--- config.mk ---
export PLATFORM = sky130hd
export DESIGN_NAME = rbf_ctrl
export DESIGN_NICKNAME = d
export VERILOG_FILES = /design/src/rtl/rbf_pkg.sv /design/src/rtl/rbf_ctrl.sv
export SDC_FILE = /design/constraint.sdc
export NUM_CORES = 1
export LEC_CHECK = 0
export BUFFER_PORTS_ARGS = -buffer_cell sky130_fd_sc_hd__buf_2
export CAP_MARGIN = 0
export CORE_MARGIN = 10
export CORE_UTILIZATION = 51
export DETAILED_ROUTE_END_ITERATION = 8
export MAX_ROUTING_LAYER = met4
export PLACE_DENSITY = 0.78
export SETUP_SLACK_MARGIN = 0.15
export SLEW_MARGIN = 30
export SYNTH_ARGS = -nofsm -noshare
export SYNTH_HDL_FRONTEND = slang
export SYNTH_SLANG_ARGS = --single-unit
--- constraint.sdc ---
create_clock -name clock -period 2.8 [get_ports clock]
set_clock_uncertainty 0.05 [all_clocks]
set_input_delay 0.42 -clock clock [delete_from_list [all_inputs] [get_ports clock]]
set_output_delay 0.42 -clock clock [all_outputs]
set_load 0.05 [all_outputs]
--- src/rtl/rbf_pkg.sv ---
// Shared types, widths and constants of the Gaussian RBF kernel evaluator.
`timescale 1ns / 1ps

package rbf_pkg;

   // Field widths
   localparam int COORD_W   = 16;
   localparam int INV_W     = 24;
   localparam int KV_W      = 17;

   // Datapath widths
   localparam int DIFF_W    = COORD_W + 1;          // x - y, signed Q9.8
   localparam int SQ_W      = 32;                   // d * d, Q16.16
   localparam int SUM_W     = 38;                   // accumulated sum, Q22.16
   localparam int HALF_W    = SUM_W / 2;            // split point for the scale multiply
   localparam int PP_W      = HALF_W + INV_W;       // one partial product
   localparam int PROD_W    = SUM_W + INV_W;        // full scaled sum
   localparam int A_W       = PROD_W - 1;           // exponent after halving, Q.32
   localparam int F_W       = 32;                   // fractional part of the exponent
   localparam int K_W       = 5;                    // integer part, 0 to 24
   localparam int TERM_W    = 31;                   // Q1.30 series values
   localparam int DQ_W      = 30;                   // dividend / quotient of one term
   localparam int RECIP_W   = 35;                   // reciprocal of the term index
   localparam int RECIP_SHIFT = 34;                 // reciprocal scale, 2^34
   localparam int TIDX_W    = 5;

   // Sequencing
   localparam int TAYLOR_TERMS       = 16;

   // Constants
   localparam logic [INV_W-1:0]  INV_RESET = 24'd65536;        // 1.0 in Q8.16
   localparam logic [SUM_W-1:0]  SUM_MAX   = {SUM_W{1'b1}};
   localparam logic [K_W-1:0]    K_LIMIT   = 5'd24;
   localparam logic [A_W-1:0]    EXP_LIMIT = A_W'(24) << F_W;  // 24.0 in Q.32
   localparam logic [TERM_W-1:0] ONE_Q30   = TERM_W'(1) << 30;
   localparam logic [28:0]       EINV_Q30  = 29'd395007542;    // e^-1 in Q1.30
   localparam logic [60:0]       HALF_Q30  = 61'(1) << 29;
   localparam logic [31:0]       HALF_Q16  = 32'(1) << 13;

   // Channel payloads
   typedef struct packed {
      logic signed [COORD_W-1:0] x_coord;
      logic signed [COORD_W-1:0] y_coord;
      logic                      last_pair;
   } rbf_req_type;

   typedef struct packed {
      logic [KV_W-1:0] kernel_value;
      logic            exponent_saturated;
   } rbf_rsp_type;

   // Controller to datapath commands
   typedef struct packed {
      logic              load_pair;
      logic              square;
      logic              accum;
      logic              prod_lo;
      logic              prod_hi;
      logic              exponent;
      logic              term_mul;
      logic              div_step;
      logic              term_add;
      logic              einv_step;
      logic              rsp_load;
      logic [TIDX_W-1:0] term_idx;
   } rbf_cmd_type;

   // Datapath to controller status
   typedef struct packed {
      logic last_pair;
      logic k_zero;
   } rbf_sts_type;

   typedef enum logic [3:0] {
      ST_IDLE,
      ST_SQUARE,
      ST_ACCUM,
      ST_PROD_LO,
      ST_PROD_HI,
      ST_EXPONENT,
      ST_TERM_MUL,
      ST_TERM_DIV,
      ST_TERM_ADD,
      ST_EINV,
      ST_FINISH
   } rbf_state_type;

endpackage

--- src/rtl/rbf_ctrl.sv ---
// Controller: sequences accumulate, scale, series, e^-1 steps and result transfer.
`timescale 1ns / 1ps

module rbf_ctrl
   import rbf_pkg::*;
(
   input  logic         clock,
   input  logic         reset,
   input  logic         req_valid,
   output logic         req_ready,
   output logic         rsp_valid,
   input  logic         rsp_ready,
   input  rbf_sts_type  sts,
   output rbf_cmd_type  cmd
);

   rbf_state_type       state_ff, state_in;
   logic                rsp_valid_ff, rsp_valid_in;
   logic [TIDX_W-1:0]   term_idx_ff, term_idx_in;

   // State and counters
   always_ff @(posedge clock) begin
      if (reset) begin
         state_ff     <= ST_IDLE;
         rsp_valid_ff <= 1'b0;
         term_idx_ff  <= TIDX_W'(1);
      end else begin
         state_ff     <= state_in;
         rsp_valid_ff <= rsp_valid_in;
         term_idx_ff  <= term_idx_in;
      end
   end

   // Next state and commands
   always_comb begin
      state_in     = state_ff;
      term_idx_in  = term_idx_ff;
      req_ready    = 1'b0;
      cmd          = '0;
      cmd.term_idx = term_idx_ff;

      unique case (state_ff)
         ST_IDLE: begin
            req_ready = 1'b1;
            if (req_valid) begin
               cmd.load_pair = 1'b1;
               state_in      = ST_SQUARE;
            end
         end
         ST_SQUARE: begin
            cmd.square = 1'b1;
            state_in   = ST_ACCUM;
         end
         ST_ACCUM: begin
            cmd.accum = 1'b1;
            state_in  = sts.last_pair ? ST_PROD_LO : ST_IDLE;
         end
         ST_PROD_LO: begin
            cmd.prod_lo = 1'b1;
            state_in    = ST_PROD_HI;
         end
         ST_PROD_HI: begin
            cmd.prod_hi = 1'b1;
            state_in    = ST_EXPONENT;
         end
         ST_EXPONENT: begin
            cmd.exponent = 1'b1;
            term_idx_in  = TIDX_W'(1);
            state_in     = ST_TERM_MUL;
         end
         ST_TERM_MUL: begin
            cmd.term_mul = 1'b1;
            state_in     = ST_TERM_DIV;
         end
         ST_TERM_DIV: begin
            cmd.div_step = 1'b1;
            state_in     = ST_TERM_ADD;
         end
         ST_TERM_ADD: begin
            cmd.term_add = 1'b1;
            if (term_idx_ff == TIDX_W'(TAYLOR_TERMS)) begin
               state_in = ST_EINV;
            end else begin
               term_idx_in = term_idx_ff + TIDX_W'(1);
               state_in    = ST_TERM_MUL;
            end
         end
         ST_EINV: begin
            if (sts.k_zero) begin
               state_in = ST_FINISH;
            end else begin
               cmd.einv_step = 1'b1;
            end
         end
         ST_FINISH: begin
            if (!rsp_valid_ff || rsp_ready) begin
               cmd.rsp_load = 1'b1;
               state_in     = ST_IDLE;
            end
         end
         default: begin
            state_in = ST_IDLE;
         end
      endcase
   end

   // Output register valid: set on load, cleared on transfer
   always_comb begin
      priority if (cmd.rsp_load) begin
         rsp_valid_in = 1'b1;
      end else if (rsp_ready) begin
         rsp_valid_in = 1'b0;
      end else begin
         rsp_valid_in = rsp_valid_ff;
      end
   end

   assign rsp_valid = rsp_valid_ff;

endmodule

## Word level (Yosys, flattened, before mapping)

Index checks and enable logic that the tools add are counted.

| operators by class | value |
|---|---|
| $add $sub $neg | 1 |
| equality and inequality tests | 15 |
| muxes and demuxes | 25 |
| reduce and logical (&&, ||, !) cells | 7 |

Operators by type and width:

| kind | number |
|---|---|
| $pmux W4 S11 | 1 |
| $mux W1 | 17 |
| $eq A4 B3 Y1 const B | 4 |
| $mux W4 | 4 |
| $eq A4 B4 Y1 const B | 3 |
| $pmux W5 S2 | 1 |
| $eq A4 B2 Y1 const B | 2 |
| $ne A2 B2 Y1 const B | 4 |
| $add A5 B1 Y5 const B | 1 |
| $eq A5 B5 Y1 const B | 1 |
| $mux W5 | 1 |
| $eq A4 B1 Y1 const B | 1 |
| $logic_not A4 Y1 | 1 |
| $reduce_bool A2 Y1 | 2 |
| $reduce_and A3 Y1 | 1 |
| $mux W2 | 1 |
| $reduce_and A2 Y1 | 1 |
| $logic_not A1 Y1 | 1 |
| $logic_or A1 B1 Y1 | 1 |

| word-level totals | value |
|---|---|
| flip-flop bits (word level) | 10 |

## Depth between registers and ports, before layout

| logic depth | value |
|---|---|
| depth in word-level cells | 5 |
| mapped depth | 7 |

## Worst setup path after synthesis

OpenSTA, ideal clock, no wires.

| timing path | value |
|---|---|
| kind | register to output |
| from | reg state_ff[0] |
| to | out cmd[15] in the netlist's numbering |
| arrival | 2657 ps |
| slack | -327 ps |
| cell stages (with the launch flop) | 4 |
| cells stage by stage | dfxtp_1 -> buf_6 -> nor4_1 -> and2_1 |

RTL lines:

| item | line | RTL |
|---|---|---|
| start: declaration | rbf_ctrl.sv:17 | `rbf_state_type state_ff, state_in;` |
| start signal: assignment | rbf_ctrl.sv:28 | `state_ff <= state_in;` |
| end: declaration | rbf_ctrl.sv:14 | `output rbf_cmd_type cmd` |

==> impl_metrics.json <==
{
  "gp_routability_congestion": 0.778,
  "synth.top_cells.by_area": "sky130_fd_sc_hd__dfxtp_1, sky130_fd_sc_hd__nor2_1, sky130_fd_sc_hd__nand2b_1",
  "postSynth.asyncResetShare_pct": 0,
  "crit_path_end_kind": "primary output",
  "setup.worst_path.start_class": "flip-flop",
  "boundaryPins": 24,
  "power_frac_comb_pct": 20.3,
  "vdd_drop_max_v": 0.000363,
  "die-width_um": 56.4,
  "drv_cap": 0,
  "clock_sinks": 10,
  "critPathMaxFanout": 16,
  "ctsLongestPathBuffers": 2,
  "cts_inserted_buffers": 3,
  "path_clk_slew_ns": 0.07,
  "drc_errors": 0,
  "sequential_to_total_area_share_from_yosys_stat_pct": 29.6,
  "holdCritPathClass": "input port to flip-flop",
  "layout.cells.non_filler": 120,
  "fp-row-count": 13,
  "grt_pass1_vias": 612,
  "syn_area_per_cell_um2": 7.87,
  "num_vias": 663,
  "mappedNetlistNets": 94,
  "quantity_of_gates_resized_following_cts": 0,
  "tritoncts": "yes",
  "die_height_um": 56.4,
  "drv_slew": 0,
  "grt_setup_unrepaired": "false",
  "m1WireLength_um": 740,
  "grt_pass1_wl_um": 2700,
  "slew_headroom_pct": 63.4,
  "die_area_mm2": 0.00318,
  "placeableCoreArea_mm2": 0.00127,
  "detailedRoute.firstIterationViolations": 12,
  "drt_first_pass_iters": 4,
  "totalWireLength_um": 1620,
  "outcome": "finished, final reports clean",
  "n_antenna_cell": 0,
  "dr_wl_met3_um": 120,
  "setup_tns_ns": 0,
  "layout_commonest_cell": "sky130_fd_sc_hd__buf_2",
  "critical_path_required_ns": 2.33,
  "reg2regPathDepth": 4,
  "final_hold_viol_count": 0,
  "synth_warnings": 0,
  "seqPwrFrac_pct": 44.3,
  "layout.cells.most_common_list": "sky130_fd_sc_hd__buf_2, sky130_fd_sc_hd__nor2_1, sky130_fd_sc_hd__dfxtp_1",
  "synth-main-ff-cell": "sky130_fd_sc_hd__dfxtp_1",
  "drtAntennaViolNets": 0,
  "synth.cell_area_um2": 677,
  "hold-path-cell-count": 2,
  "top_layer_used": "met4",
  "tightestPinTransition_ns": 0.548,
  "pwr-share-clk_pct": 35.4,
  "cts_setup_buffers": 0,
  "drive_gt1_share_pct": 30.5,
  "num-nets-final": 114,
  "starting_density_of_the_core_pct": 53.4,
  "setup_ws_ns": 0.614,
  "max_clock_freq_mhz": 458,
  "detailed_place_hpwl_um": 1220,
  "timing.setup.critical_path_class": "flip-flop to primary output",
  "via_per_inst": 5.53,
  "synth_top_cell_by_area": "sky130_fd_sc_hd__dfxtp_1",
  "worst-endpoint-arrival_ns": 1.72,
  "antenna_violations_before_repair": 0,
  "global_route.overflow_total": 0,
  "combined_global_route_utilization_of_all_metal_layers_pct": 10.2,
  "grt_max_degree": 17,
  "synth-edff-count": 0,
  "routed_wire_length_per_instance_um": 13.5,
  "netlist.area_leader.share_pct": 29.6,
  "cts.root.buffer_cell": "sky130_fd_sc_hd__clkbuf_4",
  "synth_cells": 86,
  "power_per_cell_area_mw_per_mm2": 445,
  "final-setup-viol-count": 0,
  "p_sw_share_pct": 31.6,
  "clkLatencyLatePin_ns": 0.26,
  "total_of_hold_buffers_inserted_after_clock_tree_synthesis": 0,
  "wl_met2_um": 736,
  "clock_tree.htree_level_count": 1,
  "hold-worst-slack_ns": 0.376,
  "yosysUniqueCellTypes": 36,
  "dp.cells": 116,
  "preCtsSetupSlack_ns": 0.894,
  "yosys_register_bits": 10,
  "total_switching_power_uw": 114,
  "io_buffer_count": 23,
  "design_area_um2": 813,
  "nFillCells": 117,
  "dpl_cell_area_um2": 777,
  "cellInternalPower_uw": 248,
  "fin_crit_sh_pct": 78.1,
  "finalCriticalPeriod_ns": 2.19,
  "area_growth_syn_to_layout_pct": 20.1,
  "static-leakage-power_uw": 0.000353
}
synth_stat cells (2+ instances only):
cell,instances
sky130_fd_sc_hd__or2_1,2
sky130_fd_sc_hd__o21ai_0,2
sky130_fd_sc_hd__inv_1,4
sky130_fd_sc_hd__buf_2,4
sky130_fd_sc_hd__ha_1,2
sky130_fd_sc_hd__xor2_1,3
sky130_fd_sc_hd__nand3_1,3
sky130_fd_sc_hd__clkbuf_1,2
sky130_fd_sc_hd__nor4_1,2
sky130_fd_sc_hd__nor3_1,5
sky130_fd_sc_hd__nand4_1,2
sky130_fd_sc_hd__dfxtp_1,10
sky130_fd_sc_hd__nor2_1,12
sky130_fd_sc_hd__and2_1,2
sky130_fd_sc_hd__nand2b_1,5
sky130_fd_sc_hd__a21oi_1,6
path summary, 6_finish.rpt:
kind	to	slack, ns	startpoint
min reg2reg	term_idx_ff[4]$_SDFFE_PP0P_	0.50	term_idx_ff[4]$_SDFFE_PP0P_
min	state_ff[3]$_SDFFE_PP0P_	0.38	reset
max reg2reg	term_idx_ff[0]$_SDFFE_PP1P_	1.11	state_ff[3]$_SDFFE_PP0P_
max	cmd[6]	0.61	state_ff[0]$_SDFFE_PP0P_
logic make-up after synthesis:
family	count (synthesis)	synth area share [%]
AO/OA/AOI/OAI	14	12.9
adder cells (fa/ha/maj)	2	3.70
AND/OR/NAND/NOR	44	39.6
XOR/XNOR	4	5.18
flip-flops	10	29.6
buffers and inverters	12	9.06
area by class of cell:
class	instances	area (um2)	area share [%]
Multi-Input combinational cell	64	428	52.6
Clock buffer	4	36.3	4.46
Tap cell	15	18.8	2.31
Inverter	4	15.0	1.85
Sequential cell	10	200	24.6
Timing Repair Buffer	23	115	14.2
stage by stage:
stage	total power [uW]	util [%]
after floorplan	226	-
after global placement	237	61.2
after detailed placement	237	61.2
after CTS	367	64.1
after global routing	383	64.1
final	362	64.1
worst max-delay path, cell delays in order (launching register included):
cell                      delay, ns
sky130_fd_sc_hd__dfxtp_1       0.67
sky130_fd_sc_hd__or2b_1        0.32
sky130_fd_sc_hd__nor3_2        0.17
sky130_fd_sc_hd__buf_2         0.30
sequential cells by signal (all words and copies together) (netlist names):
| signal | flops |
|---|---|
| rsp_valid | 1 |
| state_ff | 4 |
| term_idx_ff | 5 |
power groups by stage:
stage | Clock (uW) | Sequential (uW) | Combinational, uW
floorplan | 0 | 152 | 73.8
global placement | 0 | 163 | 73.7
detailed placement | 0 | 163 | 74.1
CTS | 132 | 160 | 74.3
global route | 142 | 162 | 78.9
finish | 128 | 160 | 73.7
metal layers:
metal	GRT usage [%]	vias up
met1	11.7	297
met2	15.7	27
li1	-	337
met5	-	-
met4	5.15	0
met3	3.15	2
(Power assumes the default switching activity.)
